--- config.mk ---
export PLATFORM = sky130hd
export DESIGN_NAME = ffca_scan
export DESIGN_NICKNAME = d
export VERILOG_FILES = /design/src/ffca_pkg.sv /design/src/ffca_scan.sv
export SDC_FILE = /design/constraint.sdc
export NUM_CORES = 1
export LEC_CHECK = 0
export ABC_AREA = 1
export BUFFER_PORTS_ARGS = -buffer_cell sky130_fd_sc_hd__buf_2
export CORE_MARGIN = 4
export CORE_UTILIZATION = 43
export CTS_CLUSTER_SIZE = 25
export DETAILED_ROUTE_END_ITERATION = 6
export GPL_ROUTABILITY_DRIVEN = 0
export PLACE_DENSITY_LB_ADDON = 0.3
export SYNTH_ARGS = -nofsm -noshare
export SYNTH_HDL_FRONTEND = slang
export SYNTH_SLANG_ARGS = --single-unit
--- constraint.sdc ---
create_clock -name i_clk -period 5.2 [get_ports i_clk]
set_input_delay 0.52 -clock i_clk [delete_from_list [all_inputs] [get_ports i_clk]]
set_output_delay 0.52 -clock i_clk [all_outputs]
set_load 0.005 [all_outputs]
--- src/ffca_pkg.sv ---
// shared types and constants for the first-fit contiguous allocator
`timescale 1ns / 1ps

package ffca_pkg;

    localparam int SIZE_W    = 11;
    localparam int ID_IN_W   = 10;
    localparam int VALUE_W   = 11;
    localparam int POOL_W    = 11;
    localparam int S_TDATA_W = 24;
    localparam int M_TDATA_W = 16;

    localparam logic [POOL_W-1:0] POOL_RESET = 11'd1024;

    localparam logic OP_ALLOC = 1'b0;
    localparam logic OP_FREE  = 1'b1;

    typedef struct packed {
        logic start;
        logic vld;
        logic is_free;
    } t_scan_ctrl;

endpackage

--- src/ffca_scan.sv ---
// shared scan unit: free run counter, run length compare and owner match count
`timescale 1ns / 1ps

module ffca_scan #(
    parameter int MAX_UNITS = 1024,
    parameter int ID_BITS   = 10,
    localparam int AW = (MAX_UNITS > 1) ? $clog2(MAX_UNITS) : 1,
    localparam int CW = $clog2(MAX_UNITS + 1)
) (
    input  logic                        i_clk,
    input  logic                        i_rst_n,
    input  ffca_pkg::t_scan_ctrl        i_ctrl,
    input  logic                        i_busy,
    input  logic [ID_BITS-1:0]          i_owner,
    input  logic [ID_BITS-1:0]          i_id,
    input  logic [ffca_pkg::SIZE_W-1:0] i_size,
    input  logic [AW-1:0]               i_addr,
    output logic                        o_hit,
    output logic                        o_match,
    output logic [CW-1:0]               o_start,
    output logic [CW-1:0]               o_count
);

    import ffca_pkg::*;

    localparam int PW = (CW > SIZE_W) ? CW : SIZE_W;

    logic [CW-1:0] r_run;
    logic [CW-1:0] r_cnt;
    logic [CW-1:0] n_run;
    logic [CW-1:0] n_cnt;

    assign o_hit = i_ctrl.vld && !i_ctrl.is_free && !i_busy
                   && ((PW'(r_run) + PW'(1)) == PW'(i_size));
    assign o_match = i_ctrl.vld && i_ctrl.is_free && i_busy && (i_owner == i_id);
    assign o_start = CW'(PW'(i_addr) + PW'(1) - PW'(i_size));

    always_comb begin
        n_run = r_run;
        n_cnt = r_cnt;
        if (i_ctrl.start) begin
            n_run = '0;
            n_cnt = '0;
        end else begin
            if (i_ctrl.vld && !i_ctrl.is_free) begin
                n_run = i_busy ? '0 : r_run + CW'(1);
            end
            if (o_match) begin
                n_cnt = r_cnt + CW'(1);
            end
        end
    end

    assign o_count = n_cnt;

    always_ff @(posedge i_clk) begin
        if (!i_rst_n) begin
            r_run <= '0;
            r_cnt <= '0;
        end else begin
            r_run <= n_run;
            r_cnt <= n_cnt;
        end
    end

endmodule

==> results.sh, run 1 <==
export IMPL_io_pins=71
export IMPL_grt_residual_overflow=0
export IMPL_leakagePower_nw=1.51
export IMPL_pin_count_of_the_biggest_net_entering_global_routing=15
export IMPL_clock_fmax_mhz=353
export IMPL_synth_top_flop_cell="sky130_fd_sc_hd__dfxtp_1"
export IMPL_worst_setup_path_endpoint="o_hit"
export IMPL_fin_area_mm2=0.00279
export IMPL_clock_path_buffers=2
export IMPL_worst_path_max_fanout=12
export IMPL_synth_compound_area_share=0.0813
export IMPL_finalHoldViolCount=0
export IMPL_synth_yosys_seq_area_share=0.189
export IMPL_switchingPower_uw=128
export IMPL_postPlaceCellArea_mm2=0.00275
export IMPL_synth_cell_area_mm2=0.00232
export IMPL_synth_mux_area_frac=0
export IMPL_number_of_enable_type_register_cells_in_the_synthesized_netlist=0
export IMPL_timing_max_cap_violations=0
export IMPL_grt_antenna_before_repair=0
export IMPL_detail_route_antenna_nets=0
export IMPL_groute_layer_met3_usage=0.0197
export IMPL_part_of_the_power_in_the_clock_network=0.246
export IMPL_worst_hold_path_type="reg2reg"
export IMPL_power_share_sequential=0.405
export IMPL_gr_usage_met1=0.220
export IMPL_worst_r2r_startpoint="r_cnt[0]$_SDFF_PN0_"
export IMPL_comb_power_share=0.349
export IMPL_finalNetCount=510
export IMPL_synth_simple_gate_area_frac=0.351
export IMPL_worst_slew_pin_transition_ps=722
export IMPL_post_synth_fa_ha_maj_area_fraction=0.122
export IMPL_rows=26
export IMPL_critical_path_startpoint="i_ctrl[0]"
export IMPL_worst_r2r_path_depth=9
export IMPL_layout_drive_gt1_share=0.203
export IMPL_fp_dieH_um=81.5
export IMPL_fin_clk_skew_ps=3.53
export IMPL_place_hpwl_mm=4.53
export IMPL_first_iter_violations=93
export IMPL_die_area_mm2=0.00665
export IMPL_root_buffer_master="sky130_fd_sc_hd__clkbuf_8"
export IMPL_cp_arrival_ps=2320
export IMPL_mostFrequentLayoutCell="sky130_fd_sc_hd__nand2_1"
export IMPL_most_common_layout_cells="sky130_fd_sc_hd__nand2_1, sky130_fd_sc_hd__buf_2, sky130_fd_sc_hd__inv_1"
export IMPL_syn_num_nets=438
export IMPL_vias=2360
export IMPL_cts_repair_resized=0
export IMPL_yosys_warnings=0
export IMPL_avg_wl_per_cell_um=10.3
export IMPL_starting_density_of_the_core=0.449
export IMPL_total_clock_sinks=22
export IMPL_grt_pass1_vias=2233
export IMPL_drc_errors=0
export IMPL_post_synth_xor_area_fraction=0.143
export IMPL_ctsHoldBuffers=0
export IMPL_crit_type="in2out"
export IMPL_yosys_register_bits=22
export IMPL_final_hold_worst_slack_ps=468
export IMPL_critical_path_endpoint_type="primary output"
export IMPL_setup_viol=0
export IMPL_maxSlewHeadroom=0.517
export IMPL_slew_viol_final=0
export IMPL_async_flop_share=0
export IMPL_crit_required_ps=4680
export IMPL_diodes=0
export IMPL_final_min_period_over_clock_period=0.545
export IMPL_r2r_setup_slack_ps=3580
export IMPL_worst_r2r_endpoint="r_cnt[8]$_SDFF_PN0_"
export IMPL_min_cycle_time_layout_ps=2840
export IMPL_port_buffer_count=70
export IMPL_netSwitchingFraction=0.308
export IMPL_die_x_um=81.5
export IMPL_routed_wirelength_mm=5.23
export IMPL_coreArea_mm2=0.00517
export IMPL_post_route_util=0.540
export IMPL_finalSetupTns_ps=0
export IMPL_crit_path_start_kind="primary input"
export IMPL_clk_insertion_delay_late_ps=260
export IMPL_min_delay_start="r_run[8]$_SDFFE_PP0P_"
export IMPL_cts_tree="done"
export IMPL_total_power_uw=416
export IMPL_numCtsBuffers=3
export IMPL_post_synth_num_cell_types=31
export IMPL_power_per_cell_area_mw_per_mm2=149
export IMPL_power_internal_uw=288
export IMPL_use_met2=0.305
export IMPL_synth_cells=369
export IMPL_area_growth_pct=20.1
export IMPL_grt_busiest_layer="met2"
export IMPL_path_clk_slew_ps=80
export IMPL_rsz0062_at_grt="false"
export IMPL_first_pass_iters=4
export IMPL_detail_route_vias_per_cell=4.64
export IMPL_number_of_setup_buffers_added_after_cts=0
export IMPL_gr_usage_all_layers=0.169
export IMPL_combinational_family_with_the_most_area_after_synthesis="simple AND/OR/NAND/NOR gates"
export IMPL_cts_htree_levels=1
export IMPL_syn_mean_instance_area_um2=6.30
export IMPL_global_route_wire_length_before_repair_mm=9.25
export IMPL_irDropWorstVdd_uv=99.7
export IMPL_outcome="completed"
==> synth_stat cells, drive strengths merged (4+ instances only) <==
cell type  instances  share of area
xor2              18          0.068
nand2            106           0.17
inv               67           0.11
a21oi             23          0.051
dfxtp             22           0.19
nor2              38          0.071
nand3             33          0.075
ha                21           0.11
o21ai              7          0.017
xnor2             12          0.045
nor3               4          0.013
nand4              7          0.019
==> through the flow <==
| stage | setup WS, ps | std cells |
|---|---|---|
| after detailed placement | 2350 | 506 |
| after floorplan | 2700 | 369 |
| after CTS | 2350 | 509 |
| final | 2360 | 509 |
| after global placement | 2420 | 506 |
| after global routing | 2040 | 509 |
==> power by group through the flow <==
stage               registers (mW)  clock network (mW)  logic [mW]
floorplan                    0.173                   0      0.0910
global placement             0.173                   0       0.145
detailed placement           0.173                   0       0.146
CTS                          0.169               0.105       0.147
global route                 0.169               0.113       0.168
finish                       0.169               0.102       0.145
==> state kept, by name, summed over array words and instances (netlist names) <==
signal	flops
r_cnt	11
r_run	11
==> layer usage <==
layer  wire length (um)  vias to the layer above
li1                   -                     1303
met1               2560                     1013
met2               2460                       42
met3                191                        2
met4                 22                        0
met5                  0                        -
==> worst min-delay path by stage <==
stage	endpoint	cells after the start
6_report	r_run[8]$_SDFFE_PP0P_	2
5_1_grt	r_run[8]$_SDFFE_PP0P_	2
4_1_cts	r_run[8]$_SDFFE_PP0P_	2
3_5_place_dp	r_run[8]$_SDFFE_PP0P_	2
3_3_place_gp	r_run[8]$_SDFFE_PP0P_	2
2_1_floorplan	r_run[8]$_SDFFE_PP0P_	2
==> critical path: stages <==
cell and delay, ps:
sky130_fd_sc_hd__buf_2 100, sky130_fd_sc_hd__inv_1 40, sky130_fd_sc_hd__nand2_1 210, sky130_fd_sc_hd__nor2_1 640
sky130_fd_sc_hd__nand3_1 140, sky130_fd_sc_hd__nor2_1 140, sky130_fd_sc_hd__nand4_1 120, sky130_fd_sc_hd__nor2_1 110
sky130_fd_sc_hd__nand3_1 70, sky130_fd_sc_hd__nor2_1 90, sky130_fd_sc_hd__buf_2 120
==> cells by family (layout without fill, tap and decap cells) <==
logic type	after synthesis	count (layout)
flip-flops	22	22
XOR/XNOR	33	33
AND/OR/NAND/NOR	188	188
AO/OA/AOI/OAI	34	34
buffers and inverters	70	140
adder cells (fa/ha/maj)	22	22
==> final cells by class <==
| type | count | area, um2 |
|---|---|---|
| Timing Repair Buffer | 70 | 350 |
| Tap cell | 70 | 87.6 |
| Clock buffer | 3 | 41.3 |
| Fill cell | 550 | 2380 |
| Multi-Input combinational cell | 277 | 1620 |
| Inverter | 67 | 251 |
| Sequential cell | 22 | 440 |
No activity file was read; power rests on OpenSTA's default activity.
==> run 2, diff against run 1 <==
--- a/config.mk
+++ b/config.mk
@@ -5,7 +5,7 @@
 export SDC_FILE = /design/constraint.sdc
 export NUM_CORES = 1
 export LEC_CHECK = 0
-export ABC_AREA = 1
+export ABC_AREA = 0
 export BUFFER_PORTS_ARGS = -buffer_cell sky130_fd_sc_hd__buf_2
 export CORE_MARGIN = 4
 export CORE_UTILIZATION = 43
==> constraint.sdc (replaced) <==
create_clock -name i_clk -period 2.7 [get_ports i_clk]
set_input_delay 0.27 -clock i_clk [delete_from_list [all_inputs] [get_ports i_clk]]
set_output_delay 0.27 -clock i_clk [all_outputs]
set_load 0.005 [all_outputs]
==> run 2 against run 1 <==
Net effect: critical path depth decreased by 2; power increased by 130%; setup slack got worse by 2200 ps; largest cell class unchanged; largest power group unchanged; highest routed layer unchanged.
==> results.sh, run 2 <==
export IMPL_clk_insertion_delay_late_ps=270
export IMPL_finalSetupTns_ps=0
export IMPL_die_area_mm2=0.00674
export IMPL_netSwitchingFraction=0.284
export IMPL_grt_residual_overflow=0
export IMPL_routed_wirelength_mm=5.31
export IMPL_place_hpwl_mm=4.29
export IMPL_async_flop_share=0
export IMPL_synth_top_area_frac=0.186
export IMPL_slew_viol_final=0
export IMPL_io_pins=71
export IMPL_starting_density_of_the_core=0.454
export IMPL_fp_dieH_um=82.1
export IMPL_timing_max_cap_violations=0
export IMPL_port_buffer_count=70
export IMPL_global_route_wire_length_before_repair_mm=8.87
export IMPL_final_min_period_over_clock_period=0.947
export IMPL_largestRegisters="r_cnt x11, r_run x11"
export IMPL_yosys_register_bits=22
export IMPL_power_share_sequential=0.346
export IMPL_gr_usage_all_layers=0.160
export IMPL_layout_drive_gt1_share=0.253
export IMPL_syn_mean_instance_area_um2=7.64
export IMPL_first_pass_iters=4
export IMPL_vias=2337
export IMPL_comb_power_share=0.321
export IMPL_cp_arrival_ps=2290
export IMPL_outcome="completed"
export IMPL_worst_slew_pin_transition_ps=569
export IMPL_synth_cell_area_mm2=0.00236
export IMPL_netlist_top_cells_area="sky130_fd_sc_hd__dfxtp_1, sky130_fd_sc_hd__ha_1, sky130_fd_sc_hd__xnor2_1"
export IMPL_area_growth_pct=20.7
export IMPL_crit_required_ps=2430
export IMPL_synth_top_flop_cell="sky130_fd_sc_hd__dfxtp_1"
export IMPL_avg_wl_per_cell_um=12.0
export IMPL_grt_antenna_before_repair=0
export IMPL_fill_cells=524
export IMPL_worst_path_max_fanout=5
export IMPL_irDropWorstVdd_uv=181
export IMPL_diodes=0
export IMPL_maxSlewHeadroom=0.621
export IMPL_ctsHoldBuffers=0
export IMPL_first_iter_violations=101
export IMPL_cts_tree="done"
export IMPL_synth_cells=309
export IMPL_pin_count_of_the_biggest_net_entering_global_routing=22
export IMPL_part_of_the_power_in_the_clock_network=0.333
export IMPL_root_buffer_master="sky130_fd_sc_hd__clkbuf_8"
export IMPL_clock_path_buffers=2
export IMPL_switchingPower_uw=267
export IMPL_drc_errors=0
export IMPL_yosysMostFrequentCell="sky130_fd_sc_hd__nor2_1"
export IMPL_finalNetCount=442
export IMPL_yosys_warnings=0
export IMPL_crit_path_start_kind="primary input"
export IMPL_final_hold_worst_slack_ps=480
export IMPL_power_per_cell_area_mw_per_mm2=330
export IMPL_synth_cells_most_frequent="sky130_fd_sc_hd__nor2_1, sky130_fd_sc_hd__nand2_1, sky130_fd_sc_hd__dfxtp_1"
export IMPL_fin_clk_skew_ps=9.63
export IMPL_power_internal_uw=673
export IMPL_path_clk_slew_ps=90
export IMPL_grt_pass1_vias=2122
export IMPL_rows=26
export IMPL_synth_largest_area_cell="sky130_fd_sc_hd__dfxtp_1"
export IMPL_post_synth_num_cell_types=47
export IMPL_leakagePower_nw=1.25
export IMPL_clock_fmax_mhz=391
export IMPL_numCtsBuffers=3
export IMPL_die_x_um=82.1
export IMPL_number_of_enable_type_register_cells_in_the_synthesized_netlist=0
export IMPL_cts_htree_levels=1
export IMPL_detail_route_vias_per_cell=5.29
export IMPL_min_cycle_time_layout_ps=2560
export IMPL_detail_route_antenna_nets=0
export IMPL_finalHoldViolCount=0
export IMPL_mostFrequentLayoutCell="sky130_fd_sc_hd__buf_2"
export IMPL_setup_viol=0
export IMPL_worst_hold_path_type="reg2reg"
export IMPL_most_common_layout_cells="sky130_fd_sc_hd__buf_2, sky130_fd_sc_hd__nor2_1, sky130_fd_sc_hd__nand2_1"
export IMPL_total_clock_sinks=22
export IMPL_post_route_util=0.548
export IMPL_syn_num_nets=378
export IMPL_critical_path_endpoint_type="primary output"
export IMPL_crit_type="in2out"
export IMPL_coreArea_mm2=0.00520
export IMPL_synth_yosys_seq_area_share=0.186
==> run 2: path summary, 6_finish.rpt <==
| kind | startpoint | end | slack [ps] | depth (start not counted) |
|---|---|---|---|---|
| min | r_cnt[9]$_SDFF_PN0_ | r_cnt[9]$_SDFF_PN0_ | 480 | 2 |
| max | i_size[7] | o_start[10] | 140 | 9 |
| max reg2reg | r_run[0]$_SDFFE_PP0P_ | r_run[10]$_SDFFE_PP0P_ | 990 | 6 |
| min reg2reg | r_cnt[9]$_SDFF_PN0_ | r_cnt[9]$_SDFF_PN0_ | 480 | 2 |
==> run 2: per-stage QoR <==
stage	std cells	setup slack [ps]	power (mW)	area [um2]
finish	442	142	0.940	2850
global route	442	-0.378	1.00	2850
CTS	442	87.4	0.948	2840
detailed placement	438	91.7	0.632	2770
global placement	438	119	0.626	2770
floorplan	309	423	0.517	2360
==> run 2: worst max-delay path, stage by stage <==
cell and delay, ps:
sky130_fd_sc_hd__buf_2 120, sky130_fd_sc_hd__inv_1 50, sky130_fd_sc_hd__ha_1 280, sky130_fd_sc_hd__ha_1 350, sky130_fd_sc_hd__a2111oi_0 430, sky130_fd_sc_hd__a21oi_1 130
sky130_fd_sc_hd__a2111o_1 430, sky130_fd_sc_hd__o211ai_1 90, sky130_fd_sc_hd__buf_2 140
==> run 2: routing by layer <==
layer / GRT usage / vias up / part of all wire
li1: - / 1214 / -
met1: 0.204 / 1076 / 0.46
met2: 0.289 / 45 / 0.49
met3: 0.0282 / 2 / 0.041
met4: 0.0133 / 0 / 0.0017
met5: 0 / - / 0
==> run 2: cell families (layout without fill, tap and decap cells) <==
logic type | after synthesis | in the layout | synth area share
compound gates | 56 | 56 | 0.142
xor+xnor | 31 | 31 | 0.115
fa+ha+maj | 22 | 22 | 0.120
buf+inv | 33 | 96 | 0.0561
flops | 22 | 22 | 0.186
mux | 17 | 17 | 0.0763
simple gates | 128 | 128 | 0.305
==> run 2: final cells by class <==
class | count | area, um2 | share of cell area
clock inverters | 1 | 30.0 | 0.0105
flip-flops and latches | 22 | 440 | 0.155
multi-input cells | 254 | 1800 | 0.633
repair buffers | 74 | 380 | 0.133
well taps | 70 | 87.6 | 0.0307
clock buffers | 3 | 41.3 | 0.0145
inverters | 18 | 67.6 | 0.0237
==> run 2: what timing repair did <==
action,CTS,global route
setup buffers,0,0
endpoints found under the setup margin,0,4
resized for setup,0,6
==> run 2: power by group through the flow <==
stage,Combinational [mW],Sequential (mW),Clock [mW]
final,0.302,0.325,0.312
after global routing,0.344,0.325,0.335
after CTS,0.301,0.325,0.322
after detailed placement,0.300,0.333,0
after global placement,0.293,0.333,0
after floorplan,0.185,0.333,0
==> run 3, diff against run 2 <==
--- a/config.mk
+++ b/config.mk
@@ -13,6 +13,7 @@
 export DETAILED_ROUTE_END_ITERATION = 6
 export GPL_ROUTABILITY_DRIVEN = 0
 export PLACE_DENSITY_LB_ADDON = 0.3
+export SLEW_MARGIN = 20
 export SYNTH_ARGS = -nofsm -noshare
 export SYNTH_HDL_FRONTEND = slang
 export SYNTH_SLANG_ARGS = --single-unit
==> constraint.sdc (replaced) <==
create_clock -name i_clk -period 2.3 [get_ports i_clk]
set_input_delay 0.23 -clock i_clk [delete_from_list [all_inputs] [get_ports i_clk]]
set_output_delay 0.23 -clock i_clk [all_outputs]
set_load 0.005 [all_outputs]
==> run 3 against run 2 <==
Net effect: critical endpoint is now o_start[9]; critical path type unchanged; critical path depth increased by 3; sequential share of layout area decreased by 2.2 points; setup slack got worse by 130 ps; clock power decreased by 8.7%; register-to-register slack got worse by 300 ps; hold slack improved by 3.8 ps; via count increased by 8.6%; sequential cell count unchanged; highest routed layer unchanged; die area unchanged; final area increased by 20%.
==> results.sh, run 3 (synthesized netlist as in run 2, its figures left out) <==
export IMPL_rows=26
export IMPL_first_pass_iters=4
export IMPL_rsz0062_at_grt="true"
export IMPL_die_x_um=82.1
export IMPL_starting_density_of_the_core=0.454
export IMPL_global_route_wire_length_before_repair_mm=9.49
export IMPL_root_buffer_master="sky130_fd_sc_hd__clkbuf_8"
export IMPL_detail_route_vias_per_cell=5.34
export IMPL_drc_errors=0
export IMPL_critical_path_endpoint_type="primary output"
export IMPL_gr_usage_all_layers=0.172
export IMPL_io_pins=71
export IMPL_first_iter_violations=141
export IMPL_outcome="completed"
export IMPL_critical_path_slowest_cell="sky130_fd_sc_hd__fa_2"
export IMPL_pin_count_of_the_biggest_net_entering_global_routing=22
export IMPL_slew_viol_final=0
export IMPL_crit_path_frequent_cell="sky130_fd_sc_hd__ha_4"
export IMPL_layout_drive_gt1_share=0.407
export IMPL_coreArea_mm2=0.00520
export IMPL_cts_tree="done"
export IMPL_cell_count_along_the_critical_path=12
export IMPL_place_hpwl_mm=4.53
export IMPL_avg_wl_per_cell_um=13.5
export IMPL_irDropWorstVdd_uv=212
export IMPL_worst_path_max_fanout=2
export IMPL_vias=2538
export IMPL_crit_required_ps=2070
export IMPL_crit_path_start_kind="primary input"
export IMPL_final_critical_path_setup_slack_ps=8.71
export IMPL_finalNetCount=475
export IMPL_holdPathStages=2
export IMPL_area_growth_pct=44.3
export IMPL_worst_hold_path_type="reg2reg"
export IMPL_finalHoldViolCount=0
export IMPL_mostFrequentLayoutCell="sky130_fd_sc_hd__buf_2"
export IMPL_most_common_layout_cells="sky130_fd_sc_hd__buf_2, sky130_fd_sc_hd__buf_4, sky130_fd_sc_hd__nor2_1"
export IMPL_grt_residual_overflow=0
export IMPL_final_cells=475
export IMPL_timing_critical_path_max_delay_family="adder cells"
export IMPL_clock_fmax_mhz=436
export IMPL_detail_route_antenna_nets=0
export IMPL_multi_input_area_mm2=0.00207
export IMPL_worst_slew_pin_transition_ps=520
export IMPL_fin_clk_skew_ps=5.55
export IMPL_total_clock_sinks=22
export IMPL_grt_pass1_vias=2283
export IMPL_placement_setup_worst_slack_ps=-169
export IMPL_largestRegisters="r_cnt x11, r_run x11"
export IMPL_diodes=0
export IMPL_path_clk_slew_ps=80
export IMPL_timing_max_cap_violations=0
export IMPL_crit_type="in2out"
export IMPL_worst_r2r_path_depth=6
export IMPL_timing_critical_path_cells="buf_6 > inv_4 > ha_4 > inv_2 > ha_4 > fa_2 > a21o_1 > a21oi_2 > o21ai_2 > o211ai_1 > xnor2_1 > buf_2"
export IMPL_clock_path_buffers=2
export IMPL_worst_path_buf_inv=4
export IMPL_fp_dieH_um=82.1
export IMPL_routed_wirelength_mm=6.41
export IMPL_cts_htree_levels=1
export IMPL_grt_antenna_before_repair=0
export IMPL_power_per_cell_area_mw_per_mm2=333
export IMPL_cp_arrival_ps=2060
export IMPL_worst_path_largest_cell_delay_ps=380
export IMPL_leakagePower_nw=1.53
export IMPL_die_area_mm2=0.00674
export IMPL_port_buffer_count=70
export IMPL_seq_area_um2=450
export IMPL_final_min_period_over_clock_period=0.996
export IMPL_setup_viol=0
export IMPL_fill_cells=470
export IMPL_numCtsBuffers=3
export IMPL_maxSlewHeadroom=0.653
export IMPL_min_cycle_time_layout_ps=2290
export IMPL_clk_insertion_delay_late_ps=270
export IMPL_ctsHoldBuffers=0
export IMPL_dp_cells=466
[run 3: metrics by stage]
step / hold WS, ps / power, mW / utilization / setup TNS (ps) / cell area, um2
6_report: 484 / 1.14 / 0.655 / 0 / 3410
5_1_grt: 513 / 1.21 / 0.655 / -389 / 3410
4_1_cts: 471 / 1.09 / 0.597 / 0 / 3110
3_5_place_dp: 474 / 0.781 / 0.572 / -423 / 2980
3_3_place_gp: 461 / 0.773 / 0.572 / -294 / 2980
2_1_floorplan: 444 / 0.607 / - / 0 / 2360
[run 3: power breakdown]
group	internal (mW)	total (mW)	leakage (nW)	switching (mW)
Clock	0.153	0.285	0.0288	0.132
Sequential	0.380	0.381	0.181	0.000947
Combinational	0.252	0.471	1.32	0.219
[run 3: cell type report]
type                            instances  area share
Multi-Input combinational cell        255       0.607
Clock buffer                            4      0.0162
Inverter                               18      0.0206
Timing Repair Buffer                  106       0.199
Sequential cell                        22       0.132
Tap cell                               70      0.0257
[run 3: per-layer routing]
metal / track usage / part of all wire / routed length (um) / vias up
met5: 0 / 0 / 0 / -
met4: 0.0282 / 0.013 / 82 / 0
met3: 0.0282 / 0.053 / 341 / 12
met2: 0.306 / 0.51 / 3290 / 59
met1: 0.221 / 0.42 / 2690 / 1177
li1: - / - / - / 1290
[run 3: worst paths after layout]
| path | startpoint | to | slack (ps) |
|---|---|---|---|
| worst max-delay path | i_addr[1] | o_start[9] | 9 |
| worst min-delay path | r_cnt[9]$_SDFF_PN0_ | r_cnt[9]$_SDFF_PN0_ | 480 |
| worst max register to register | r_cnt[4]$_SDFF_PN0_ | r_cnt[10]$_SDFF_PN0_ | 690 |
| worst min register to register | r_cnt[9]$_SDFF_PN0_ | r_cnt[9]$_SDFF_PN0_ | 480 |
[run 3: worst min-delay path, stage by stage, from the launching register on]
cell and delay, ps:
sky130_fd_sc_hd__dfxtp_1 330, sky130_fd_sc_hd__nand2_1 60, sky130_fd_sc_hd__mux2i_1 60
[run 3: repair_timing]
action / CTS / global route
resized for setup: 17 / 48
pin swaps: 3 / 20
setup buffers: 0 / 4
gates cloned: 0 / 1
setup endpoints to repair: 5 / 13
